**config.mk**
```make
export PLATFORM = sky130hd
export DESIGN_NAME = priority_masked_interrupt_dispatch
export DESIGN_NICKNAME = d
export VERILOG_FILES = /design/src/sv/pmid_pkg.sv /design/src/sv/priority_masked_interrupt_dispatch.sv /design/src/sv/pmid_mask_mem.sv /design/src/sv/pmid_scan.sv
export VERILOG_INCLUDE_DIRS = /design/src /design/src/sv
export SDC_FILE = /design/constraint.sdc
export NUM_CORES = 1
export LEC_CHECK = 0
export BUFFER_PORTS_ARGS = -buffer_cell sky130_fd_sc_hd__buf_2
export CAP_MARGIN = 10
export CORE_AREA = 2 2 276 278
export CTS_CLUSTER_SIZE = 16
export DETAILED_ROUTE_END_ITERATION = 7
export DIE_AREA = 0 0 278 280
export PLACE_DENSITY = 0.76
export RECOVER_POWER = 25
export SYNTH_ARGS = -nofsm -noshare
export SYNTH_HDL_FRONTEND = slang
export SYNTH_HIERARCHICAL = 1
export SYNTH_SLANG_ARGS = --single-unit
```
**constraint.sdc**
```tcl
create_clock -name clock -period 8.8 [get_ports clock]
set_input_delay 0.44 -clock clock [delete_from_list [all_inputs] [get_ports clock]]
set_output_delay 0.44 -clock clock [all_outputs]
set_load 0.1 [all_outputs]
```
**src/sv/assert_macros.svh**
```systemverilog
// ----------------------------------------------------------------------------
// Assertion macros
// Shared concurrent assertion forms used by the interrupt dispatch RTL.
// ----------------------------------------------------------------------------
`ifndef ASSERT_MACROS_SVH
`define ASSERT_MACROS_SVH

// Same-cycle implication, disabled during reset.
`define ASSERT_IMPL(lbl, clk, rst, ante, cons) \
   lbl: assert property (@(posedge clk) disable iff (rst) (ante) |-> (cons)) \
      else $error("same-cycle property violated");

// Next-cycle implication, disabled during reset.
`define ASSERT_NEXT(lbl, clk, rst, ante, cons) \
   lbl: assert property (@(posedge clk) disable iff (rst) (ante) |=> (cons)) \
      else $error("next-cycle property violated");

`endif

```
**src/sv/pmid_pkg.sv**
```systemverilog
`timescale 1ns / 1ps
// ----------------------------------------------------------------------------
// pmid_pkg
// Types and constants shared by the priority masked interrupt dispatch block.
// ----------------------------------------------------------------------------
package pmid_pkg;

   localparam int WORD_W  = 64;
   localparam int LINE_W  = 6;
   localparam int LEVEL_W = 4;
   localparam int CMD_W   = 2;

   // Command codes.
   localparam logic [CMD_W-1:0] CMD_REGISTER  = 2'd0;
   localparam logic [CMD_W-1:0] CMD_SET_LEVEL = 2'd1;
   localparam logic [CMD_W-1:0] CMD_EVENT     = 2'd2;

   // Named priority levels; all but none take part in the mask cascade.
   localparam logic [LEVEL_W-1:0] LVL_NONE  = 4'd0;
   localparam logic [LEVEL_W-1:0] LVL_BIO   = 4'd2;
   localparam logic [LEVEL_W-1:0] LVL_NET   = 4'd3;
   localparam logic [LEVEL_W-1:0] LVL_TTY   = 4'd4;
   localparam logic [LEVEL_W-1:0] LVL_VM    = 4'd5;
   localparam logic [LEVEL_W-1:0] LVL_CLOCK = 4'd7;
   localparam logic [LEVEL_W-1:0] LVL_HIGH  = 4'd8;
   localparam logic [LEVEL_W-1:0] LVL_IPI   = 4'd9;

   typedef enum logic [2:0] {
      KIND_ACK        = 3'd0,
      KIND_ENABLE     = 3'd1,
      KIND_SERVICE    = 3'd2,
      KIND_NOT_OURS   = 3'd3,
      KIND_ALL_MASKED = 3'd4
   } kind_type;

   typedef enum logic [2:0] {
      ST_IDLE,
      ST_SWEEP,
      ST_LEVEL,
      ST_EVENT,
      ST_SCAN
   } state_type;

   // Control side of the level mask memory port.
   typedef struct packed {
      logic               rd_en;
      logic [LEVEL_W-1:0] rd_addr;
      logic               wr_en;
      logic [LEVEL_W-1:0] wr_addr;
   } mem_ctl_type;

   // Status from the service line scanner.
   typedef struct packed {
      logic              busy;
      logic              valid;
      logic              last;
      logic [LINE_W-1:0] line;
   } scan_out_type;

endpackage

```
**src/sv/priority_masked_interrupt_dispatch.sv**
```systemverilog
`timescale 1ns / 1ps
`include "assert_macros.svh"
// ----------------------------------------------------------------------------
// priority_masked_interrupt_dispatch
// Interrupt controller with per-level line masks held in a small memory,
// an established line set and an enable register.
//
//   Channel   Ports                     Handshake
//   request   req_*                     start high while busy low
//   response  rsp_*                     rsp_valid strobe, one cycle per result
//
// Register commands sweep the mask memory, reading one level and writing
// back the previous one each cycle, and stay busy until the sweep ends.
// Set-level commands wait for the registered mask memory read.
// Events answer from idle when nothing is active, after the mask read
// when everything is masked, and otherwise as the scanner walks the
// lines one per cycle, giving one response per remaining active line.
// Responses are registered and cannot be stalled.
// Synchronous active-high reset clears the masks, the sets and all control.
// ----------------------------------------------------------------------------
module priority_masked_interrupt_dispatch
   import pmid_pkg::*;
#(
   parameter int NUM_LINES  = 64,
   parameter int NUM_LEVELS = 10
) (
   input  logic                clock,
   input  logic                reset,
   input  logic                start,
   output logic                busy,
   input  logic [CMD_W-1:0]    req_cmd,
   input  logic [LINE_W-1:0]   req_line,
   input  logic [LEVEL_W-1:0]  req_priority_level,
   input  logic [WORD_W-1:0]   req_pending_word,
   output logic                rsp_valid,
   output logic [2:0]          rsp_kind,
   output logic [LINE_W-1:0]   rsp_service_line,
   output logic [WORD_W-1:0]   rsp_enable_word,
   output logic                rsp_last
);

   localparam int IDX_W = $clog2(NUM_LEVELS + 1);

   state_type            state_ff, state_in;
   logic [NUM_LINES-1:0] est_ff, est_in;
   logic [NUM_LINES-1:0] en_ff, en_in;
   logic [NUM_LINES-1:0] act_ff, act_in;
   logic [NUM_LINES-1:0] bit_ff, bit_in;
   logic [LEVEL_W-1:0]   lvl_ff, lvl_in;
   logic [IDX_W-1:0]     idx_ff, idx_in;

   logic                 rsp_valid_ff, rsp_valid_in;
   kind_type             rsp_kind_ff, rsp_kind_in;
   logic [LINE_W-1:0]    rsp_line_ff, rsp_line_in;
   logic [NUM_LINES-1:0] rsp_en_ff;
   logic                 rsp_last_ff, rsp_last_in;

   mem_ctl_type          mem_ctl;
   logic [NUM_LINES-1:0] mem_wr_data;
   logic [NUM_LINES-1:0] mem_rd_data;

   logic                 scan_start;
   scan_out_type         scan_out;

   logic [NUM_LINES-1:0] dec_bit;
   logic [NUM_LINES-1:0] pend_act;
   logic [NUM_LINES-1:0] masked;
   logic [NUM_LINES-1:0] remain;
   logic                 line_ok;
   logic                 lvl_ok;
   logic                 wr_sel;

   function automatic logic in_chain(input logic [LEVEL_W-1:0] lvl);
      return lvl inside {LVL_BIO, LVL_NET, LVL_TTY, LVL_VM, LVL_CLOCK, LVL_HIGH, LVL_IPI};
   endfunction

   pmid_mask_mem #(
      .NUM_LINES  (NUM_LINES),
      .NUM_LEVELS (NUM_LEVELS)
   ) u_mask_mem (
      .clock   (clock),
      .reset   (reset),
      .mem_ctl (mem_ctl),
      .wr_data (mem_wr_data),
      .rd_data (mem_rd_data)
   );

   pmid_scan #(
      .NUM_LINES (NUM_LINES)
   ) u_scan (
      .clock      (clock),
      .reset      (reset),
      .start      (scan_start),
      .start_word (remain),
      .scan_out   (scan_out)
   );

   always_comb begin
      dec_bit  = NUM_LINES'(1) << req_line;
      pend_act = req_pending_word[NUM_LINES-1:0] & en_ff;
      line_ok  = {1'b0, req_line} < (LINE_W + 1)'(NUM_LINES);
      lvl_ok   = {1'b0, req_priority_level} < (LEVEL_W + 1)'(NUM_LEVELS);
      masked   = act_ff & mem_rd_data;
      remain   = act_ff & ~masked;
   end

   // A registered line joins its own level and, when that level is on the
   // cascade chain, every chain level above it. Level none never keeps bits.
   always_comb begin
      mem_ctl                  = '0;
      mem_ctl.wr_addr          = LEVEL_W'(idx_ff - 1'b1);
      wr_sel = (mem_ctl.wr_addr != LVL_NONE) &&
               ((mem_ctl.wr_addr == lvl_ff) ||
                (in_chain(lvl_ff) && in_chain(mem_ctl.wr_addr) &&
                 (mem_ctl.wr_addr > lvl_ff)));
      mem_wr_data = mem_rd_data | (wr_sel ? bit_ff : '0);

      state_in     = state_ff;
      est_in       = est_ff;
      en_in        = en_ff;
      act_in       = act_ff;
      bit_in       = bit_ff;
      lvl_in       = lvl_ff;
      idx_in       = idx_ff;
      scan_start   = 1'b0;
      rsp_valid_in = 1'b0;
      rsp_kind_in  = KIND_ACK;
      rsp_line_in  = '0;
      rsp_last_in  = 1'b1;

      unique case (state_ff)
         ST_IDLE: begin
            if (start) begin
               lvl_in = req_priority_level;
               unique case (req_cmd)
                  CMD_REGISTER: begin
                     if (line_ok && lvl_ok) begin
                        est_in   = est_ff | dec_bit;
                        bit_in   = dec_bit;
                        idx_in   = '0;
                        state_in = ST_SWEEP;
                     end else begin
                        rsp_valid_in = 1'b1;
                     end
                  end
                  CMD_SET_LEVEL: begin
                     mem_ctl.rd_en   = 1'b1;
                     mem_ctl.rd_addr = req_priority_level;
                     state_in        = ST_LEVEL;
                  end
                  CMD_EVENT: begin
                     act_in = pend_act;
                     if (pend_act == '0) begin
                        rsp_valid_in = 1'b1;
                        rsp_kind_in  = KIND_NOT_OURS;
                     end else begin
                        mem_ctl.rd_en   = 1'b1;
                        mem_ctl.rd_addr = req_priority_level;
                        state_in        = ST_EVENT;
                     end
                  end
                  default: begin
                  end
               endcase
            end
         end
         ST_SWEEP: begin
            if (idx_ff < IDX_W'(NUM_LEVELS)) begin
               mem_ctl.rd_en   = 1'b1;
               mem_ctl.rd_addr = LEVEL_W'(idx_ff);
               idx_in          = idx_ff + 1'b1;
            end else begin
               rsp_valid_in = 1'b1;
               state_in     = ST_IDLE;
            end
            if (idx_ff != '0) begin
               mem_ctl.wr_en = 1'b1;
            end
         end
         ST_LEVEL: begin
            en_in        = est_ff & ~mem_rd_data;
            rsp_valid_in = 1'b1;
            rsp_kind_in  = KIND_ENABLE;
            state_in     = ST_IDLE;
         end
         ST_EVENT: begin
            en_in = en_ff & ~masked;
            if (remain == '0) begin
               rsp_valid_in = 1'b1;
               rsp_kind_in  = KIND_ALL_MASKED;
               state_in     = ST_IDLE;
            end else begin
               scan_start = 1'b1;
               state_in   = ST_SCAN;
            end
         end
         ST_SCAN: begin
            if (scan_out.valid) begin
               rsp_valid_in = 1'b1;
               rsp_kind_in  = KIND_SERVICE;
               rsp_line_in  = scan_out.line;
               rsp_last_in  = scan_out.last;
               if (scan_out.last) begin
                  state_in = ST_IDLE;
               end
            end
         end
         default: begin
            state_in = ST_IDLE;
         end
      endcase
   end

   always_ff @(posedge clock) begin
      if (reset) begin
         state_ff     <= ST_IDLE;
         est_ff       <= '0;
         en_ff        <= '0;
         rsp_valid_ff <= 1'b0;
      end else begin
         state_ff     <= state_in;
         est_ff       <= est_in;
         en_ff        <= en_in;
         rsp_valid_ff <= rsp_valid_in;
      end
   end

   always_ff @(posedge clock) begin
      act_ff      <= act_in;
      bit_ff      <= bit_in;
      lvl_ff      <= lvl_in;
      idx_ff      <= idx_in;
      rsp_kind_ff <= rsp_kind_in;
      rsp_line_ff <= rsp_line_in;
      rsp_en_ff   <= en_in;
      rsp_last_ff <= rsp_last_in;
   end

   assign busy             = (state_ff != ST_IDLE);
   assign rsp_valid        = rsp_valid_ff;
   assign rsp_kind         = rsp_kind_ff;
   assign rsp_service_line = rsp_line_ff;
   assign rsp_enable_word  = WORD_W'(rsp_en_ff);
   assign rsp_last         = rsp_last_ff;

   `ASSERT_IMPL(a_level_none_stays_clear, clock, reset,
                mem_ctl.wr_en && (mem_ctl.wr_addr == LVL_NONE), mem_wr_data == '0)
   `ASSERT_IMPL(a_scan_only_in_scan_state, clock, reset,
                scan_out.valid, state_ff == ST_SCAN)
   `ASSERT_IMPL(a_idle_scanner_quiet, clock, reset,
                state_ff == ST_IDLE, !scan_out.busy)
   `ASSERT_IMPL(a_single_results_last, clock, reset,
                rsp_valid_ff && (rsp_kind_ff != KIND_SERVICE), rsp_last_ff)

endmodule

```
**src/sv/pmid_mask_mem.sv**
```systemverilog
`timescale 1ns / 1ps
// ----------------------------------------------------------------------------
// pmid_mask_mem
// Per-level mask memory: one write and one registered read per cycle.
// ----------------------------------------------------------------------------
module pmid_mask_mem
   import pmid_pkg::*;
#(
   parameter int NUM_LINES  = 64,
   parameter int NUM_LEVELS = 10
) (
   input  logic                 clock,
   input  logic                 reset,
   input  mem_ctl_type          mem_ctl,
   input  logic [NUM_LINES-1:0] wr_data,
   output logic [NUM_LINES-1:0] rd_data
);

   logic [NUM_LINES-1:0]  mem [NUM_LEVELS];
   logic [NUM_LEVELS-1:0] valid_ff;
   logic [NUM_LEVELS-1:0] valid_in;
   logic [NUM_LINES-1:0]  rd_data_ff;
   logic                  rd_hit;

   // Entries never written since reset read as an all-zero mask, as do
   // levels beyond the table.
   always_comb begin
      valid_in = valid_ff;
      if (mem_ctl.wr_en) begin
         valid_in[mem_ctl.wr_addr] = 1'b1;
      end
      rd_hit = ({1'b0, mem_ctl.rd_addr} < (LEVEL_W + 1)'(NUM_LEVELS)) &&
               valid_ff[mem_ctl.rd_addr];
   end

   always_ff @(posedge clock) begin
      if (reset) begin
         valid_ff <= '0;
      end else begin
         valid_ff <= valid_in;
      end
   end

   always_ff @(posedge clock) begin
      if (mem_ctl.wr_en) begin
         mem[mem_ctl.wr_addr] <= wr_data;
      end
      if (mem_ctl.rd_en) begin
         rd_data_ff <= rd_hit ? mem[mem_ctl.rd_addr] : '0;
      end
   end

   assign rd_data = rd_data_ff;

endmodule

```
**src/sv/pmid_scan.sv**
```systemverilog
`timescale 1ns / 1ps
`include "assert_macros.svh"
// ----------------------------------------------------------------------------
// pmid_scan
// Walks an active-line word from the top line down, one line per cycle,
// and reports each set line with a flag on the lowest one.
// ----------------------------------------------------------------------------
module pmid_scan
   import pmid_pkg::*;
#(
   parameter int NUM_LINES = 64
) (
   input  logic                 clock,
   input  logic                 reset,
   input  logic                 start,
   input  logic [NUM_LINES-1:0] start_word,
   output scan_out_type         scan_out
);

   localparam int CNT_W = $clog2(NUM_LINES);

   logic                 run_ff;
   logic                 run_in;
   logic [NUM_LINES-1:0] word_ff;
   logic [NUM_LINES-1:0] word_in;
   logic [CNT_W-1:0]     cnt_ff;
   logic [CNT_W-1:0]     cnt_in;
   logic                 hit;
   logic                 done;

   // The word shifts left each cycle, so the line under test is always
   // the top bit and the counter tracks its line number.
   always_comb begin
      hit     = run_ff && word_ff[NUM_LINES-1];
      done    = hit && (word_ff[NUM_LINES-2:0] == '0);
      run_in  = run_ff;
      word_in = word_ff;
      cnt_in  = cnt_ff;
      if (start) begin
         run_in  = 1'b1;
         word_in = start_word;
         cnt_in  = CNT_W'(NUM_LINES - 1);
      end else if (run_ff) begin
         word_in = word_ff << 1;
         cnt_in  = cnt_ff - 1'b1;
         if (done) begin
            run_in = 1'b0;
         end
      end
   end

   always_ff @(posedge clock) begin
      if (reset) begin
         run_ff <= 1'b0;
      end else begin
         run_ff <= run_in;
      end
   end

   always_ff @(posedge clock) begin
      word_ff <= word_in;
      cnt_ff  <= cnt_in;
   end

   assign scan_out.busy  = run_ff;
   assign scan_out.valid = hit;
   assign scan_out.last  = done;
   assign scan_out.line  = LINE_W'(cnt_ff);

   `ASSERT_IMPL(a_scan_word_nonzero, clock, reset, run_ff, word_ff != '0)
   `ASSERT_NEXT(a_scan_stops_after_last, clock, reset, done && !start, !run_ff)

endmodule

```
Word-level counts from Yosys, hierarchy flattened
Memories as Yosys holds them, arrays and structs flattened. A register that Yosys moved wholly into a read port is not among the register bits.
Cells that the tools add are included.

storage, ports and cells
  bits in latches = 0
  RAM bits = 640
  bits of input ports = 79
  bits in read-only memories = 0
  register bits = 423
  memories kept = 1
  output and inout bits = 76
  logic and storage cells = 146

memories
  memory          depth  width  read ports  clocked after Yosys merged registers in  wr ports  RTL line             source
  u_mask_mem.mem  10     64     1           1                                        1         pmid_mask_mem.sv:19  logic [NUM_LINES-1:0] mem [NUM_LEVELS];

cells by class
  shift operators = 1
  reduce and logical (&&, ||, !) cells = 27
  mux-type cells = 50
  add/sub/neg operators = 3
  divide/modulo/power cells = 0
  bitwise gates (word level) = 10
  magnitude comparators = 7
  equal/unequal tests = 31
  $mul = 0

operator list
  kind                    number
  $and A64 B64 Y64        5
  $mux W64                3
  $logic_not A64 Y1       2
  $not A64 Y64            2
  $or A64 B64 Y64         2
  $pmux W64 S2            1
  $shl A1 B6 Y64 const A  1
  $logic_not A63 Y1       1
  $eq A4 B3 Y1 const B    6
  $mux W3                 8
  $pmux W3 S4             2
  $pmux W5 S2             2
  $mux W1                 17
  $eq A4 B2 Y1 const B    4
  $eq A4 B4 Y1 const B    4
  $mux W4                 4
  $mux W5                 3
  $reduce_bool A7 Y1      2
  $lt A4 B4 Y1 const B    3
  $lt A4 B5 Y1 const B    2
  $or A10 B10 Y10         1
  $pmux W3 S3             1
  $mux W2                 4
  $ne A2 B2 Y1 const B    4
  32 further kinds        45

Depth between registers and ports, before layout
  depth after elaboration = 10
  depth in mapped cells = 14
  mapped depth without buffers = 10

By module
The synthesis kept the hierarchy.

modules (own cells, without submodules)
  module                              area each (sq um)  times used  cells each
  pmid_mask_mem                       26,924.6           1           1,216
  priority_masked_interrupt_dispatch  13,767.0           1           1,333
  pmid_scan                           3,175.5            1           195

Worst setup path before layout
Ideal clock, no wire load.

  path kind = flip-flop to flip-flop
  start = register idx_ff[0]
  end = memory u_mask_mem.mem[0][0] (enable)
  path slack = 2.115 ns
  clock period less this slack = 6.685 ns
  cell stages (with the launch flop) = 6
  setup time = 0.567 ns
  arrival time = 6.118 ns
  cell sequence = edfxtp_1 -> inv_1 -> ha_1 -> a31oi_1 -> or3b_2 -> nor3_1

RTL lines
  what                      RTL line                                   source
  start: declaration        priority_masked_interrupt_dispatch.sv:50   logic [IDX_W-1:0] idx_ff, idx_in;
  start signal: assignment  priority_masked_interrupt_dispatch.sv:232  idx_ff <= idx_in;
  end: declaration          pmid_mask_mem.sv:19

==> flow_metrics.tcl <==
set metrics [dict create \
    r2r-start "en_ff[25]" \
    worst-path-buf-inv 3 \
    root_buffer "clkbuf_16" \
    place_area_sq_mm 0.04558 \
    cts.clk_slew.worst_paths_ps 60 \
    cp-start-kind "flop" \
    die_w_um 278 \
    leakage_nw 15.67 \
    wire_per_inst_um 27.82 \
    clk-insertion-delay-late_ps 670 \
    initial_core_util_pct 58.33 \
    fin_util_pct 64.90 \
    placed_cells_incl_taps 3769 \
    layout_commonest_cell "edfxtp_1" \
    min_from "req_pending_word[45]" \
    syn_nets 2836 \
    drc 0 \
    slew_viol_final 206 \
    cts_tree "yes" \
    portBuffers 154 \
    power_mw 10.81 \
    dr_total_vias 25280 \
    setup_tns_ps 0 \
    max-cap-violations 6 \
    cts_setup_buffers 0 \
    grt.overflow.total 0 \
    setup_slack_ps 2777 \
    vdd_ir_drop_max_v 0.0001697 \
    grt_pass1_wl_mm 161.2 \
    fin_crit_ps 6023 \
    fin_skew_ps 31.38 \
    worst_hold_slack_ps 80.46 \
    cts_resized 0 \
    post-route-cell-area_sq_mm 0.04880 \
    whs_endpoint "act_ff[45]" \
    powerDensity_mw_per_mm2 221.5 \
    synthesis.area_sq_mm 0.04386 \
    drive_gt1_share_pct 16.31 \
    final_cells 3971 \
    outcome "complete, but fails checks" \
    pre_cts_ws_ps 2715 \
    die_h_um 280 \
    layout_common_cells "edfxtp_1, dfxtp_1, nor2_1" \
    syn_to_final_growth_pct 11.27 \
    cts_sinks 1127 \
    drt-vias-per-instance 6.366 \
    fin_crit_sh_pct 68.45 \
    hpwl_mm 65.17 \
    dieArea_sq_mm 0.07784 \
    numCtsBuffers 106 \
    gp_congestion 0.9586 \
    cp_top_family "simple AND/OR/NAND/NOR gates" \
    grt_util_all_layers_pct 28.24 \
    cts_max_path_buffers 3 \
    maxSlewHeadroom_pct -182.9 \
    htree_levels 3 \
    holdPathStages 2 \
    core-area_sq_mm 0.07519 \
    drtAntennaViolNets 0 \
    critPathMaxStageDelay_ps 710 \
    critPathCaptureType "flop" \
    r2r-end "u_mask_mem/rd_data[46]" \
    grt_max_degree 131 \
    fin_nets 2996 \
    fmaxAchievable_mhz 166.0 \
    num_rows 101 \
    violations "max-capacitance violations, max-slew violations" \
    cp_slowest_cell "a21oi_2" \
    grt_pass1_vias 25120 \
    avgSynthCellArea_sq_um 15.99 \
    setup_viol 0 \
    crit_fanout 99 \
    path_cells "and2_0 -> or4_1 -> nor4_1 -> nand4_1 -> a21oi_2 -> o22ai_4 -> buf_12 -> buf_4 -> buf_4 -> mux4_2 -> nor2b_1 -> a211oi_1 -> a211oi_1" \
    hold_class "input pin to flop" \
    rsz0062_at_grt "no" \
    antenna_found_initial 5 \
    hold_viol 0 \
    tightest_slew_ps 4243 \
    cts_hold_buf 4 \
    path_class "flop to flop" \
    worstRegToRegCells 13 \
    rrSetupSlack_ps 2780 \
    syn_inst 2743 \
    dr.pass1.iters 6 \
    drtIter0Drc 2957 \
    wl_mm 110.5 \
    io-pin-count 155 \
    synth_warnings 6 \
    cp.required_ps 9170 \
    worst_ep_arrival_time_ps 6390 \
]
worst max-delay path by stage:
stage	startpoint	endpoint	slack (ps)	cells after the start
after floorplan	idx_ff[0]	u_mask_mem/mem[0][0]	2110	5
after global placement	state_ff[0]	u_mask_mem/rd_data[11]	2790	13
after detailed placement	state_ff[0]	u_mask_mem/rd_data[46]	2710	13
after CTS	state_ff[0]	u_mask_mem/rd_data[46]	2650	13
after global routing	state_ff[0]	u_mask_mem/rd_data[46]	2250	13
final	en_ff[25]	u_mask_mem/rd_data[46]	2780	13
per-layer routing:
layer	global-route usage, %	share of wire [%]	up-vias
met5	0	0.014	-
met4	12.67	4.3	2
li1	-	-	10820
met1	37.55	38	12730
met3	5.096	9.9	231
met2	46.03	48	1501
registers in the layout (all words and copies together) (netlist names), 10 cells and up:
register / cells
u_scan/word_ff: 64
act_ff: 64
bit_ff: 64
u_mask_mem/rd_data: 64
en_ff: 64
rsp_enable_word: 64
u_mask_mem/valid_ff: 10
est_ff: 64
u_mask_mem/mem: 640
cell type report:
class                           instances  area, sq um
Sequential cell                      1127        31610
Fill cell                            5060        26390
Multi-Input combinational cell       1450        11510
Clock buffer                          134         2799
Tap cell                              978         1224
Timing Repair Buffer                  196        996.0
Clock inverter                         63        573.1
Inverter                               22        83.83
Antenna cell                            1        2.502
report_power, final:
part	internal (mW)	total [mW]	switching [mW]
Clock	2.52	4.44	1.93
Combinational	0.146	0.474	0.328
Sequential	5.84	5.89	0.0529
Power figures use the tool's default switching activity.
